[config.mk]
export PLATFORM = sky130hd
export DESIGN_NAME = rvs_regfile
export DESIGN_NICKNAME = d
export VERILOG_FILES = /design/src/hw/rtl/rv64_subset_instruction_step_top_defines.svh /design/src/hw/rtl/rvs_regfile.sv
export SDC_FILE = /design/constraint.sdc
export NUM_CORES = 2
export LEC_CHECK = 0
export BUFFER_PORTS_ARGS = -buffer_cell sky130_fd_sc_hd__buf_2
export CAP_MARGIN = 20
export CELL_PAD_IN_SITES_DETAIL_PLACEMENT = 1
export CELL_PAD_IN_SITES_GLOBAL_PLACEMENT = 2
export CORE_ASPECT_RATIO = 0.6
export CORE_MARGIN = 2
export CORE_UTILIZATION = 30
export CTS_BUF_LIST = sky130_fd_sc_hd__clkbuf_4 sky130_fd_sc_hd__clkbuf_8
export CTS_CLUSTER_DIAMETER = 40
export DETAILED_ROUTE_END_ITERATION = 8
export GPL_TIMING_DRIVEN = 0
export PLACE_DENSITY = 0.62
export SLEW_MARGIN = 20
export SYNTH_ARGS = -nofsm -noshare
export SYNTH_HDL_FRONTEND = slang
export SYNTH_SLANG_ARGS = --single-unit
[constraint.sdc]
create_clock -name aclk -period 5.15 [get_ports aclk]
set_input_delay 1.03 -clock aclk [delete_from_list [all_inputs] [get_ports aclk]]
set_output_delay 1.03 -clock aclk [all_outputs]
set_load 0.02 [all_outputs]
[src/hw/rtl/rv64_subset_instruction_step_top_defines.svh]
// ----------------------------------------------------------------------------
// Assertion macros for the RV64 subset step core
// Concurrent checks that compile away when SYNTHESIS is defined.
// ----------------------------------------------------------------------------
`ifndef RV64_SUBSET_INSTRUCTION_STEP_TOP_DEFINES_SVH
`define RV64_SUBSET_INSTRUCTION_STEP_TOP_DEFINES_SVH

`ifndef SYNTHESIS
`define RVS_ASSERT_IMPL(lbl, clk, rstn, ante, cons, msg) \
    lbl: assert property (@(posedge clk) disable iff (!rstn) (ante) |-> (cons)) else $error(msg);
`define RVS_ASSERT_NEXT(lbl, clk, rstn, ante, cons, msg) \
    lbl: assert property (@(posedge clk) disable iff (!rstn) (ante) |=> (cons)) else $error(msg);
`else
`define RVS_ASSERT_IMPL(lbl, clk, rstn, ante, cons, msg)
`define RVS_ASSERT_NEXT(lbl, clk, rstn, ante, cons, msg)
`endif

`endif

[src/hw/rtl/rvs_regfile.sv]
// ----------------------------------------------------------------------------
// Integer register file
// 32 x 64 bits, one write and one registered read; unwritten entries read 0.
// ----------------------------------------------------------------------------
module rvs_regfile (
    input  logic        aclk,
    input  logic        aresetn,
    input  logic        we,
    input  logic [4:0]  waddr,
    input  logic [63:0] wdata,
    input  logic [4:0]  raddr,
    output logic [63:0] rdata
);
    logic [63:0] mem [32];
    logic [31:0] valid_reg;
    logic [63:0] rdata_reg;

    always_ff @(posedge aclk) begin
        if (!aresetn) begin
            valid_reg <= '0;
        end else if (we) begin
            valid_reg[waddr] <= 1'b1;
        end
    end

    always_ff @(posedge aclk) begin
        if (we) begin
            mem[waddr] <= wdata;
        end
        rdata_reg <= valid_reg[raddr] ? mem[raddr] : 64'd0;
    end

    assign rdata = rdata_reg;
endmodule

**Word-level counts from Yosys, hierarchy flattened**

Memory sizes are Yosys's and may differ from the RTL's. A register that Yosys moved wholly into a read port is not among the register bits.
Index checks and enable logic that the tools add are counted.
Widths: inputs -> output; s select.

- Bits in read-only memories: 0
- Memory bits (writable): 2048
- Input bits: 77
- Bits in latches: 0
- Output and inout bits: 64
- Bits in registers: 32
- Memories kept: 1

Memories:

| name | depth | width | read ports | clocked after Yosys merged registers in | write ports | line | source |
|---|---|---|---|---|---|---|---|
| mem | 32 | 64 | 1 | 1 | 1 | rvs_regfile.sv:14 | `logic [63:0] mem [32];` |

- $add $sub $neg: 0
- Magnitude comparators: 3
- Multiplexer cells: 6
- Bitwise gates (word level): 1
- Divide/modulo/power cells: 0
- Shift-type cells: 0
- Equal/unequal tests: 0
- Reduce and logical (&&, ||, !) cells: 2
- Multiply operators: 0

Operators with widths:

| kind | count |
|---|---|
| $or 32x32->32 | 1 |
| $lt 5x6->1 const B | 2 |
| $bmux 1 s5 | 1 |
| $demux 1 s5 | 1 |
| $ge 5x1->1 const B | 1 |
| $mux 1 | 4 |
| $logic_and 1x1->1 | 1 |
| $logic_not 1->1 | 1 |

**Depth between registers and ports, before layout**

- Depth in word-level cells: 5
- Gate-level depth with buffers: 9
- Depth with buffers taken out: 5

**Least setup slack after synthesis**

Ideal clock, no wire load.

- Path kind: in2reg
- From: input port waddr[0]
- To: memory mem[12][0] (enable)
- Setup slack: 265 ps
- Arrival time: 4397 ps
- Setup time: 488 ps
- Buffers on the path: 1
- Stages on the path: 3
- Path through: or3b_2 > clkbuf_1 > nor2_1

RTL lines:

| what | line | source |
|---|---|---|
| start: declaration | rvs_regfile.sv:9 | `input logic [4:0] waddr,` |
| end: declaration | rvs_regfile.sv:14 |  |

Straight into the memory's write port.

**Final worst setup path**

- From: input port raddr[1]
- To: register rdata_reg[48] (netlist: rdata[48]), read port of mem

- Longest elaborated chain between the ends: 3

Ends and longest elaborated chain:

| what | line | source |
|---|---|---|
| start: declaration | rvs_regfile.sv:11 | `input logic [4:0] raddr,` |
| $bmux 1 s5 | rvs_regfile.sv:30 | `rdata_reg <= valid_reg[raddr] ? mem[raddr] : 64'd0;` |
| $mux 1 (not written as such) | rvs_regfile.sv:30 |  |
| $logic_not 1->1 (no line) | - |  |
| end: declaration | rvs_regfile.sv:16 | `logic [63:0] rdata_reg;` |

Parallel ways exist; a longest one is shown, timed or not. The select of a mux whose other input is x is not followed.
A chain may end at the register's enable or synchronous reset.

==> metrics.csv <==
metric,value,unit
outcome,"finished, final reports clean",
vias per inst,5.294,
Leak Pwr,32.26,nW
cell taking the most area after synthesis,edfxtp_1,
share of cells above drive strength 1,28.01,%
Setup CP Type,input pin to flop,
DR DRC count,0,
DR iter-0 viols,5703,
Worst Path Max Fanout,10,
Mapped Area,81930,um2
P_int,28.39,mW
die height,408.8,um
# clock sinks,2144,
hold slack,313.4,ps
RSZ-0062 raised after global routing,false,
final setup violation count,0,
"most used cell, CP",buf_2,
Max-Cap Viols,0,
asr flop ratio synth,0,%
die span in x,678.7,um
"slowest stage delay, CP",940,ps
Hold Path Origin,aresetn,
Top Ports,141,
Via Count,44650,
H-Tree Depth,5,
Rows,148,
die area,277400,um2
Fill cells,26690,
CP endpoint kind,flop,
r2r startpoint,valid_reg[30]$_SDFFE_PN0P_,
syn_area_per_cell,20.75,um2
largest net degree at the start of global routing,33,
P&R area growth vs syn,19.15,%
WP buf/inv,4,
CP cell instances,buf_2 > buf_2 > buf_1 > nand3_1 > nand4_1 > buf_2 > o211a_1,
Yosys reg bits,2144,
Max IR drop VDD,0.0002227,V
Psw,8.820,mW
Clock Latency Late Sink,1060,ps
"top cells by count, synth","edfxtp_1 (2048), mux2i_1 (431), mux4_2 (301)",
"Arr. time, crit path",5000,ps
Crit. Startpoint,raddr[1],
Hold Crit Class,input pin to flop,
vias in the first global route,44790,
starting density of the core,30.18,%
total wire length,268100,um
switching share of power,23.70,%
first-pass detailed-route iteration total,5,
Clk pwr share,41.9,%
CTS tree,done,
Hold Buf Count CTS,0,
Antenna Nets Post-Route,0,
Netlist cell types,42,
Ys Warns,0,
initial antenna violation count,19,
hpwl dp,187300,um
max reg flops,2048,
"Power, Total",37.21,mW
synth top area cells,"edfxtp_1 (75%), mux4_2 (8.3%), mux2i_1 (5.3%), dfxtp_1 (2.3%), a221oi_1 (1.6%)",
Post-Synthesis Cells,3949,
ys flop type,edfxtp_1,
gpl congestion,0.7715,
Fmax,0.2418,GHz
Comb pwr share,6.1,%
multi-input logic area,17210,um2
Syn Nets,4026,
grt ovf,0,
clock tree buffer depth,4,
"Slew Viols, Final",0,
pwr dens,381.1,nW/um2
Post-CTS Setup Inserts,0,
Worst-path clk slew,60,ps
I/O Buffers,137,
"Seq/Total Area, Yosys",77.41,%
fin crit period,4136,ps
all-layer global routing usage,18.94,%
Wirelength per Cell,31.78,um
Final nets,4655,
Seq pwr share,52.1,%
Final Cycle Share,80.30,%
Max transition margin,7.109,%
core area,271500,um2
number of buffers created by CTS,348,
first-pass GRT wire length,367100,um
Worst Path Required,6020,ps
slowest CP cell,buf_1,
post-CTS sizing,0,
Setup TNS,0,ps
Final Hold Fails,0,
"CP delay by family, top",buffers and inverters,
number of flops mapped to enable cells by yosys,2048,
Seq. cell area,63420,um2
Yosys top cell area share,75.06,%
measured slew at the worst slew-check pin,1379,ps
most frequent cell after synthesis,edfxtp_1,
clock root cell,clkbuf_8,
Final Skew,103.9,ps
Worst Setup Start Kind,input pin,
-- per-stage QoR --
| stage | cell area [um2] | instances | util, % | setup WS (ps) |
|---|---|---|---|---|
| after CTS | 97600 | 8429 | 35.95 | 1125 |
| after global placement | 87120 | 7686 | 32.09 | -4940 |
| after floorplan | 81930 | 3949 | - | 265.2 |
| after global routing | 97620 | 8432 | 35.96 | 1078 |
| after detailed placement | 90510 | 7827 | 33.34 | 34.13 |
| final | 97620 | 8434 | 35.96 | 1014 |
-- layout by cell type, fill, tap and decap left out, types with 9 or more instances in the layout --
cell           n
o21a_1        32
o31ai_1       10
nor2_4        32
clkinv_1      47
nand3_1       56
o21ai_0       64
clkbuf_2      25
a221oi_2      27
bufinv_16     17
o211a_1       53
buf_4         14
nor3_1        53
clkinv_2      25
clkbuf_4      98
buf_2        193
o32ai_1       10
a21oi_1       63
nor2_1        48
or2_2         10
clkbuf_1      97
a221oi_1     146
buf_12       109
buf_8         10
a221o_1       39
clkbuf_8     377
dfxtp_1       96
nand2b_1      14
buf_16        40
clkinvlp_4    12
buf_6         31
edfxtp_1    2048
buf_1          9
a31oi_1       12
mux2i_1      431
a22oi_1       54
inv_6         11
and2_1        11
o211ai_1      50
mux4_2       301
-- layer usage --
layer	routed length, um	global-route usage [%]	vias up
li1	-	-	17950
met1	132500	30.79	24290
met2	105400	24.90	2072
met3	25180	4.748	330
met4	4882	3.882	8
met5	48	0	-
-- cell families after synthesis --
| kind of cell | share of synthesized area, % |
|---|---|
| AO/OA/AOI/OAI | 5.554 |
| buffers and inverters | 1.880 |
| AND/OR/NAND/NOR | 1.483 |
| flip-flops | 77.41 |
| multiplexers | 13.68 |
-- power by group through the flow --
stage	logic, mW	registers (mW)	clock network, mW
after CTS	2.26	19.4	15.9
final	2.26	19.4	15.6
after global placement	2.14	19.8	0
after global routing	2.38	19.4	16.6
after detailed placement	2.25	19.7	0
after floorplan	1.07	19.8	0
-- final timing paths --
path	to	slack [ps]	cells past startpoint
max	rdata[48]$_SDFF_PN0_	1010	7
min	valid_reg[0]$_SDFFE_PN0P_	310	2
max reg2reg	rdata[27]$_SDFF_PN0_	1860	6
min reg2reg	valid_reg[11]$_SDFFE_PN0P_	460	1
-- layout make-up --
cell class / instances / share of cell area (%)
Buffer: 249 / 1.603
Sequential cell: 2144 / 64.96
Timing Repair Buffer: 279 / 3.904
Antenna cell: 4 / 0.01025
Inverter: 3 / 0.01153
Multi-Input combinational cell: 1553 / 17.63
Clock inverter: 127 / 1.194
Tap cell: 3600 / 4.614
Clock buffer: 475 / 6.069
No activity file was read; power rests on OpenSTA's default activity.
