**src/hw/rtl/rv64_subset_instruction_step_top_defines.svh**
```systemverilog
// ----------------------------------------------------------------------------
// Assertion macros for the RV64 subset step core
// Concurrent checks that compile away when SYNTHESIS is defined.
// ----------------------------------------------------------------------------
`ifndef RV64_SUBSET_INSTRUCTION_STEP_TOP_DEFINES_SVH
`define RV64_SUBSET_INSTRUCTION_STEP_TOP_DEFINES_SVH

`ifndef SYNTHESIS
`define RVS_ASSERT_IMPL(lbl, clk, rstn, ante, cons, msg) \
    lbl: assert property (@(posedge clk) disable iff (!rstn) (ante) |-> (cons)) else $error(msg);
`define RVS_ASSERT_NEXT(lbl, clk, rstn, ante, cons, msg) \
    lbl: assert property (@(posedge clk) disable iff (!rstn) (ante) |=> (cons)) else $error(msg);
`else
`define RVS_ASSERT_IMPL(lbl, clk, rstn, ante, cons, msg)
`define RVS_ASSERT_NEXT(lbl, clk, rstn, ante, cons, msg)
`endif

`endif

```
**src/hw/rtl/rvs_pkg.sv**
```systemverilog
// ----------------------------------------------------------------------------
// RV64 subset step core package
// Request and result types, operation codes and shared unit codes.
// ----------------------------------------------------------------------------
package rvs_pkg;

    typedef struct packed {
        logic [1:0]  op;
        logic [15:0] load_address;
        logic [7:0]  load_data;
    } in_t;

    typedef struct packed {
        logic [15:0] next_pc;
        logic        reg_written;
        logic [4:0]  dest_index;
        logic [63:0] dest_value;
        logic        halted;
        logic        unknown_instr;
    } out_t;

    typedef enum logic [1:0] {
        MD_MUL,
        MD_MULH,
        MD_DIV,
        MD_REM
    } md_kind_t;

    localparam logic [1:0] OP_LOAD_BYTE = 2'd0;
    localparam logic [1:0] OP_EXEC      = 2'd1;
    localparam logic [1:0] OP_START     = 2'd2;

    localparam logic [1:0] CFG_ENTRY_PC  = 2'd0;
    localparam logic [1:0] CFG_END_PC    = 2'd1;
    localparam logic [1:0] CFG_STACK     = 2'd2;
    localparam logic [1:0] CFG_GLOBAL_PTR = 2'd3;

    localparam logic [6:0] OPC_OP     = 7'd51;
    localparam logic [6:0] OPC_OP32   = 7'd59;
    localparam logic [6:0] OPC_IMM    = 7'd19;
    localparam logic [6:0] OPC_IMM32  = 7'd27;
    localparam logic [6:0] OPC_STORE  = 7'd35;
    localparam logic [6:0] OPC_LOAD   = 7'd3;
    localparam logic [6:0] OPC_BRANCH = 7'd99;
    localparam logic [6:0] OPC_JALR   = 7'd103;
    localparam logic [6:0] OPC_JAL    = 7'd111;
    localparam logic [6:0] OPC_AUIPC  = 7'd23;
    localparam logic [6:0] OPC_LUI    = 7'd55;

    localparam logic [6:0] F7_BASE   = 7'd0;
    localparam logic [6:0] F7_ALT    = 7'd32;
    localparam logic [6:0] F7_MULDIV = 7'd1;
    localparam logic [5:0] F6_BASE   = 6'd0;
    localparam logic [5:0] F6_SRA    = 6'd16;

endpackage

```
**src/hw/rtl/rvs_muldiv.sv**
```systemverilog
// ----------------------------------------------------------------------------
// Iterative multiply and divide unit
// Sign-magnitude shift-add multiply and restoring divide, one bit a cycle.
// ----------------------------------------------------------------------------
module rvs_muldiv (
    input  logic              aclk,
    input  logic              aresetn,
    input  logic              start,
    input  rvs_pkg::md_kind_t kind,
    input  logic [63:0]       op_a,
    input  logic [63:0]       op_b,
    output logic              done,
    output logic [63:0]       result
);
    import rvs_pkg::*;

    typedef enum logic [1:0] {
        S_IDLE,
        S_RUN,
        S_FIX
    } state_t;

    state_t      state_reg;
    md_kind_t    kind_reg;
    logic [63:0] hi_reg, lo_reg, mb_reg, a_reg;
    logic        neg_a_reg, neg_b_reg, bzero_reg;
    logic [5:0]  cnt_reg;

    logic [64:0]  msum;
    logic [64:0]  r2;
    logic [65:0]  diff;
    logic         ge;
    logic         sgn;
    logic [127:0] prod, prod_s;

    always_comb begin
        msum   = {1'b0, hi_reg} + (lo_reg[0] ? {1'b0, mb_reg} : 65'd0);
        r2     = {hi_reg, lo_reg[63]};
        diff   = {1'b0, r2} - {2'b00, mb_reg};
        ge     = !diff[65];
        sgn    = neg_a_reg ^ neg_b_reg;
        prod   = {hi_reg, lo_reg};
        prod_s = sgn ? (128'd0 - prod) : prod;
        unique case (kind_reg)
            MD_MUL:  result = prod_s[63:0];
            MD_MULH: result = prod_s[127:64];
            MD_DIV:  result = bzero_reg ? {64{1'b1}} : (sgn ? (64'd0 - lo_reg) : lo_reg);
            MD_REM:  result = bzero_reg ? a_reg : (neg_a_reg ? (64'd0 - hi_reg) : hi_reg);
            default: result = 64'd0;
        endcase
    end

    assign done = (state_reg == S_FIX);

    always_ff @(posedge aclk) begin
        if (!aresetn) begin
            state_reg <= S_IDLE;
        end else begin
            unique case (state_reg)
                S_IDLE: begin
                    if (start) begin
                        kind_reg  <= kind;
                        a_reg     <= op_a;
                        neg_a_reg <= op_a[63];
                        neg_b_reg <= op_b[63];
                        bzero_reg <= (op_b == 64'd0);
                        hi_reg    <= 64'd0;
                        lo_reg    <= op_a[63] ? (64'd0 - op_a) : op_a;
                        mb_reg    <= op_b[63] ? (64'd0 - op_b) : op_b;
                        cnt_reg   <= 6'd63;
                        state_reg <= S_RUN;
                    end
                end
                S_RUN: begin
                    if (kind_reg == MD_MUL || kind_reg == MD_MULH) begin
                        hi_reg <= msum[64:1];
                        lo_reg <= {msum[0], lo_reg[63:1]};
                    end else begin
                        hi_reg <= ge ? diff[63:0] : r2[63:0];
                        lo_reg <= {lo_reg[62:0], ge};
                    end
                    cnt_reg <= cnt_reg - 6'd1;
                    if (cnt_reg == 6'd0) begin
                        state_reg <= S_FIX;
                    end
                end
                S_FIX: begin
                    state_reg <= S_IDLE;
                end
                default: state_reg <= S_IDLE;
            endcase
        end
    end
endmodule

```
**config.mk**
```make
export PLATFORM = sky130hd
export DESIGN_NAME = rvs_muldiv
export DESIGN_NICKNAME = d
export VERILOG_FILES = /design/src/hw/rtl/rv64_subset_instruction_step_top_defines.svh /design/src/hw/rtl/rvs_pkg.sv /design/src/hw/rtl/rvs_muldiv.sv
export SDC_FILE = /design/constraint.sdc
export NUM_CORES = 1
export LEC_CHECK = 0
export BUFFER_PORTS_ARGS = -buffer_cell sky130_fd_sc_hd__buf_2
export CORE_AREA = 2 2 335 337
export DETAILED_ROUTE_END_ITERATION = 16
export DIE_AREA = 0 0 337 339
export GPL_TIMING_DRIVEN = 0
export SYNTH_ARGS = -nofsm -noshare
export SYNTH_HDL_FRONTEND = slang
export SYNTH_SLANG_ARGS = --single-unit
```
**constraint.sdc**
```tcl
create_clock -name aclk -period 9 [get_ports aclk]
set_clock_uncertainty 0.15 [all_clocks]
set_input_delay 1.35 -clock aclk [delete_from_list [all_inputs] [get_ports aclk]]
set_output_delay 1.35 -clock aclk [all_outputs]
set_load 0.01 [all_outputs]
```
### Yosys cells after proc, flatten, opt, wreduce, memory -nomap -nowiden

Cells that the tools add are included.

* add/sub/neg operators: 8
* equality and inequality tests: 7
* multiplexer cells: 21
* bitwise operators: 1
* reductions and logical operators: 10

Operator list (count)
* 64-bit two-way mux: 11
* 64-bit case mux with 2 select lines: 2
* 64-bit case mux with 4 select lines: 1
* 1-bit by 64-bit subtractor with 64-bit output (first input constant): 4
* 128-bit two-way mux: 1
* 1-bit by 128-bit subtractor with 128-bit output (first input constant): 1
* 65-bit by 64-bit subtractor with 66-bit output: 1
* 64-bit by 64-bit adder with 65-bit output: 1
* 64-bit logical NOT: 1
* 63-bit two-way mux: 1
* 6-bit case mux with 2 select lines: 1
* 2-bit equality test (second input constant): 3
* 6-bit logical NOT: 1
* 6-bit two-way mux: 1
* 3-bit AND reduction: 2
* 6-bit by 1-bit subtractor with 6-bit output (second input constant): 1
* 2-bit by 1-bit equality test with 1-bit output (second input constant): 2
* 2-bit logical NOT: 2
* 2-bit two-way mux: 2
* 2-bit inequality test (second input constant): 2
* 2-bit case mux with 2 select lines: 1
* 2-bit AND reduction: 1
* 2-bit nonzero test: 1
* 1-bit logical NOT: 1
* other kinds (2): 2

* bits in registers: 269
* input port bits: 133

### Logic depth before layout (Yosys ltp)

* word-level depth: 4
* depth in mapped cells: 17

### Worst setup path after synthesis

Ideal clock, no wire load.

* path type: register to output
* start: reg hi_reg[0]
* end: out result[60]
* data arrival time: 3810 ps
* data required time: 7500 ps
* path slack: 3690 ps
* stages on the path, launching flop included: 13
* buffers on the path: 0
* cells stage by stage: edfxtp_1 > inv_1 > ha_1 > or3b_1 > or4_4 > or3_4 > nand2b_4 > or4_1 > nor3_1 > nand2b_1 > xnor2_1 > mux2i_1 > a221oi_1

* word-level cells in the longest chain between the ends: 4

RTL lines
* start, declared: RTL line rvs_muldiv.sv:25 `logic [63:0] hi_reg, lo_reg, mb_reg, a_reg;`
* start signal, assigned: RTL line rvs_muldiv.sv:76 `hi_reg <= msum[64:1];`
* start signal, assigned: RTL line rvs_muldiv.sv:79 `hi_reg <= ge ? diff[63:0] : r2[63:0];`
* 1-bit by 64-bit subtractor with 64-bit output: RTL line rvs_muldiv.sv:48 `MD_REM: result = bzero_reg ? a_reg : (neg_a_reg ? (64'd0 - hi_reg) : hi_reg);`
* 64-bit two-way mux (2 in series): RTL line rvs_muldiv.sv:48
* 64-bit case mux with 4 select lines *: RTL line rvs_muldiv.sv:44 `unique case (kind_reg)`
* end, declared: RTL line rvs_muldiv.sv:13 `output logic [63:0] result`

Every way passes the cells marked *; elsewhere a longest branch is shown, timed or not.

### Final worst setup path

* start: reg lo_reg[0]
* end: out result[30]

* word-level cells in the longest chain between the ends: 4

RTL lines
* start, declared: RTL line rvs_muldiv.sv:25
* start signal, assigned: RTL line rvs_muldiv.sv:68 `lo_reg <= op_a[63] ? (64'd0 - op_a) : op_a;`
* start signal, assigned: RTL line rvs_muldiv.sv:77 `lo_reg <= {msum[0], lo_reg[63:1]};`
* start signal, assigned: RTL line rvs_muldiv.sv:80 `lo_reg <= {lo_reg[62:0], ge};`
* 1-bit by 64-bit subtractor with 64-bit output: RTL line rvs_muldiv.sv:47 `MD_DIV: result = bzero_reg ? {64{1'b1}} : (sgn ? (64'd0 - lo_reg) : lo_reg);`
* 64-bit two-way mux (2 in series): RTL line rvs_muldiv.sv:47
* 64-bit case mux with 4 select lines *: RTL line rvs_muldiv.sv:44

Marks and branches as above.

==> results.sh <==
export IMPL_status="finished, final reports clean"
export IMPL_worst_path_stages=13
export IMPL_cts_max_level=2
export IMPL_crit_path_start="lo_reg[0]$_DFFE_PP_"
export IMPL_synth_async_reset_ratio_pct=0
export IMPL_drt_total_wl_um=128000
export IMPL_powerDensity_nw_per_um2=164
export IMPL_synthCells=3396
export IMPL_synth_edf_count=266
export IMPL_path_class="reg2out"
export IMPL_arrival_ns=6.75
export IMPL_hold_slack_ns=0.469
export IMPL_tightest_slew_ns=1.44
export IMPL_vias=28300
export IMPL_crit_buf_inv=5
export IMPL_maxCapViolations=0
export IMPL_grt_setup_unrepaired="false"
export IMPL_end_kind="output port"
export IMPL_ys_seq_area_share_pct=29.1
export IMPL_cp_endpoint="result[30]"
export IMPL_required_ns=7.50
export IMPL_grt_pass1_vias=27300
export IMPL_final_nets=3901
export IMPL_die_h_um=339
export IMPL_hold_path_class="reg2reg"
export IMPL_syn_to_final_growth_pct=14.9
export IMPL_grt_use_total_pct=21.6
export IMPL_dieArea_sq_um=114000
export IMPL_stdcell_count=5146
export IMPL_fin_util_pct=28.7
export IMPL_synthFlopType="edfxtp_1"
export IMPL_dpl_hpwl_um=103000
export IMPL_final_max_slew_viol_count=0
export IMPL_peakVddDrop_uv=115
export IMPL_cts_buffers=34
export IMPL_grt_pass1_wl_um=183000
export IMPL_rr_endpoint="hi_reg[57]$_SDFFCE_PN0P_"
export IMPL_gp_congestion=1.01
export IMPL_ys_seq_elements=268
export IMPL_critPathMaxFanout=10
export IMPL_fin_tns_setup_ns=0
export IMPL_antenna_found_initial=19
export IMPL_portBuffers=197
export IMPL_grt_max_degree=78
export IMPL_wl_per_cell_um=24.9
export IMPL_synth_distinct_cells=96
export IMPL_yosysWarningCount=0
export IMPL_p_total_mw=5.21
export IMPL_cts_root_buf="clkbuf_16"
export IMPL_grt_remaining_overflow=0
export IMPL_vias_per_cell=5.50
export IMPL_slew_headroom_pct=2.88
export IMPL_hold_viol_final=0
export IMPL_cts_sinks=268
export IMPL_syn_area_sq_um=27500
export IMPL_rows=122
export IMPL_synthesis_nets=3665
export IMPL_cts_tree="built"
export IMPL_reg2reg_depth=13
export IMPL_clk_latency_ns=0.58
export IMPL_clock_fmax_mhz=121
export IMPL_core_area_sq_um=110000
export IMPL_cts_hold_fix_buffers=0
export IMPL_post_cts_buffers=0
export IMPL_start_util_pct=25.0
export IMPL_power_static_leakage_nw=11.7
export IMPL_fin_crit_ns=8.25
export IMPL_setup_viol=0
export IMPL_die_x_um=337
export IMPL_period_share_pct=91.7
export IMPL_ant_nets=0
export IMPL_drt_iter0_markers=2917
export IMPL_dp_cells=5084
export IMPL_clk_pin_slew_worst_paths_ns=0.07
export IMPL_r2r_slack_ns=2.21
export IMPL_cp_top_family="buffers and inverters"
export IMPL_clockBufferDepth=3
export IMPL_regToRegStartpoint="hi_reg[0]$_SDFFCE_PN0P_"
export IMPL_avgSynthCellArea_sq_um=8.11
export IMPL_drc=0
export IMPL_ctsResizeCount=0
export IMPL_layout_drive_gt1_share_pct=9.14
export IMPL_ios=198
export IMPL_crit_slowest_cell="a221oi_1"
export IMPL_critPathMaxStageDelay_ns=0.97
export IMPL_crit_chain="inv_1, clkbuf_1, clkbuf_1, ha_1, nand4b_1, or4_1, buf_2, nor2_4, nand3_1, o21ai_0, xor2_1, a221oi_1, buf_2"
export IMPL_start_kind="flop"
export IMPL_firstDrtPassIters=6
where the power goes:
part / switching, mW / internal (mW)
clock network: 0.620 / 0.878
logic: 1.33 / 0.710
registers: 0.148 / 1.52
metal layers:
layer  part of all wire [%]  GRT usage, %  wire (um)  vias to the layer above
met1                     40          27.0      51600                    13700
met4                    5.5          10.5       7050                       28
li1                       -             -          -                    12900
met3                    6.8          3.04       8740                      317
met5                   0.11             0        140                        -
met2                     47          36.1      60400                     1271
metrics by stage:
| stage | setup WS [ns] | instance area [sq um] |
|---|---|---|
| 2_1_floorplan | 3.69 | 27500 |
| 3_3_place_gp | 1.63 | 30400 |
| 3_5_place_dp | 1.65 | 30500 |
| 4_1_cts | 1.03 | 31600 |
| 5_1_grt | 0.809 | 31600 |
| 6_report | 0.746 | 31700 |
cells in the mapped netlist, types with 35 or more instances:
master / number / area share [%]
a21oi_1: 341 / 6.2
nor4_1: 35 / 0.79
xor2_1: 158 / 5.0
edfxtp_1: 266 / 29
xnor2_1: 262 / 8.3
or3_1: 61 / 1.4
o22ai_1: 40 / 0.91
nand4_1: 41 / 0.93
o31ai_1: 60 / 1.6
nand2b_1: 38 / 0.86
a21o_1: 62 / 1.7
mux2i_1: 87 / 3.2
ha_1: 134 / 6.1
o21ai_1: 70 / 1.3
nor3_1: 56 / 1.0
o21ai_0: 214 / 3.9
clkbuf_1: 192 / 2.6
nor2_1: 342 / 4.7
nand3_1: 48 / 0.87
nand2_1: 295 / 4.0
inv_1: 110 / 1.5
worst register-to-register path, stage by stage (launching register included):
cell       delay (ns)
edfxtp_1         0.75
ha_1             0.35
nor2b_1          0.14
o2111a_1         0.28
o31ai_1          0.66
a2111oi_1        0.41
o21ai_1          0.47
a31oi_1          0.33
a21oi_1          1.01
clkbuf_1         0.78
clkbuf_1         0.74
nor2_1           0.13
a21oi_1          0.20
o32ai_1          0.12
how the worst min path moves through the flow:
stage                                         from                  endpoint  slack, ns  cells past startpoint
after floorplan           cnt_reg[0]$_SDFFCE_PN1P_  cnt_reg[0]$_SDFFCE_PN1P_       0.42                      1
after global placement    cnt_reg[0]$_SDFFCE_PN1P_  cnt_reg[0]$_SDFFCE_PN1P_       0.45                      1
after detailed placement  cnt_reg[0]$_SDFFCE_PN1P_  cnt_reg[0]$_SDFFCE_PN1P_       0.45                      1
after CTS                 cnt_reg[0]$_SDFFCE_PN1P_  cnt_reg[0]$_SDFFCE_PN1P_       0.46                      1
after global routing      cnt_reg[0]$_SDFFCE_PN1P_  cnt_reg[0]$_SDFFCE_PN1P_       0.48                      1
final                     cnt_reg[0]$_SDFFCE_PN1P_  cnt_reg[0]$_SDFFCE_PN1P_       0.47                      1
placed cells by master (no fill, tap or decap), drive strengths merged, types with 27 or more instances in the layout:
cell and count:
nor3 56, nor2b 29, nor2 346, o41ai 32, inv 111, o31ai 64
a21o 62, or4 32, o22ai 40, clkbuf 233, nor4 37, nand4 42
nand2 296, xor2 158, a31oi 27, buf 227, or3 68, mux2i 87
edfxtp 266, o21bai 29, nand2b 39, a211oi 29, a21oi 341, ha 134
o21ai 284, xnor2 262, nand3 49
layout make-up:
cell class | count | area [sq um]
clock inverter | 18 | 220
antenna | 3 | 7.51
multi-input combinational | 2799 | 18300
buffer | 219 | 850
inverter | 110 | 418
tap | 1488 | 1860
timing repair buffer | 200 | 1070
clock buffer | 41 | 928
fill | 12000 | 78700
sequential | 268 | 8030
cells by family (layout without fill, tap and decap cells):
family | Yosys count | after routing | synth area share, %
and+or+nand+nor | 1083 | 1083 | 19.2
AOI/OAI and AO/OA | 1065 | 1065 | 24.0
xor gates and xnor gates | 420 | 420 | 13.4
buffers and inverters | 329 | 588 | 4.58
DFF | 268 | 268 | 29.1
adders and majority gates | 136 | 136 | 6.23
muxes | 95 | 95 | 3.49
other | 0 | 3 | 0
Note: power is estimated with default switching activity, not from simulation.
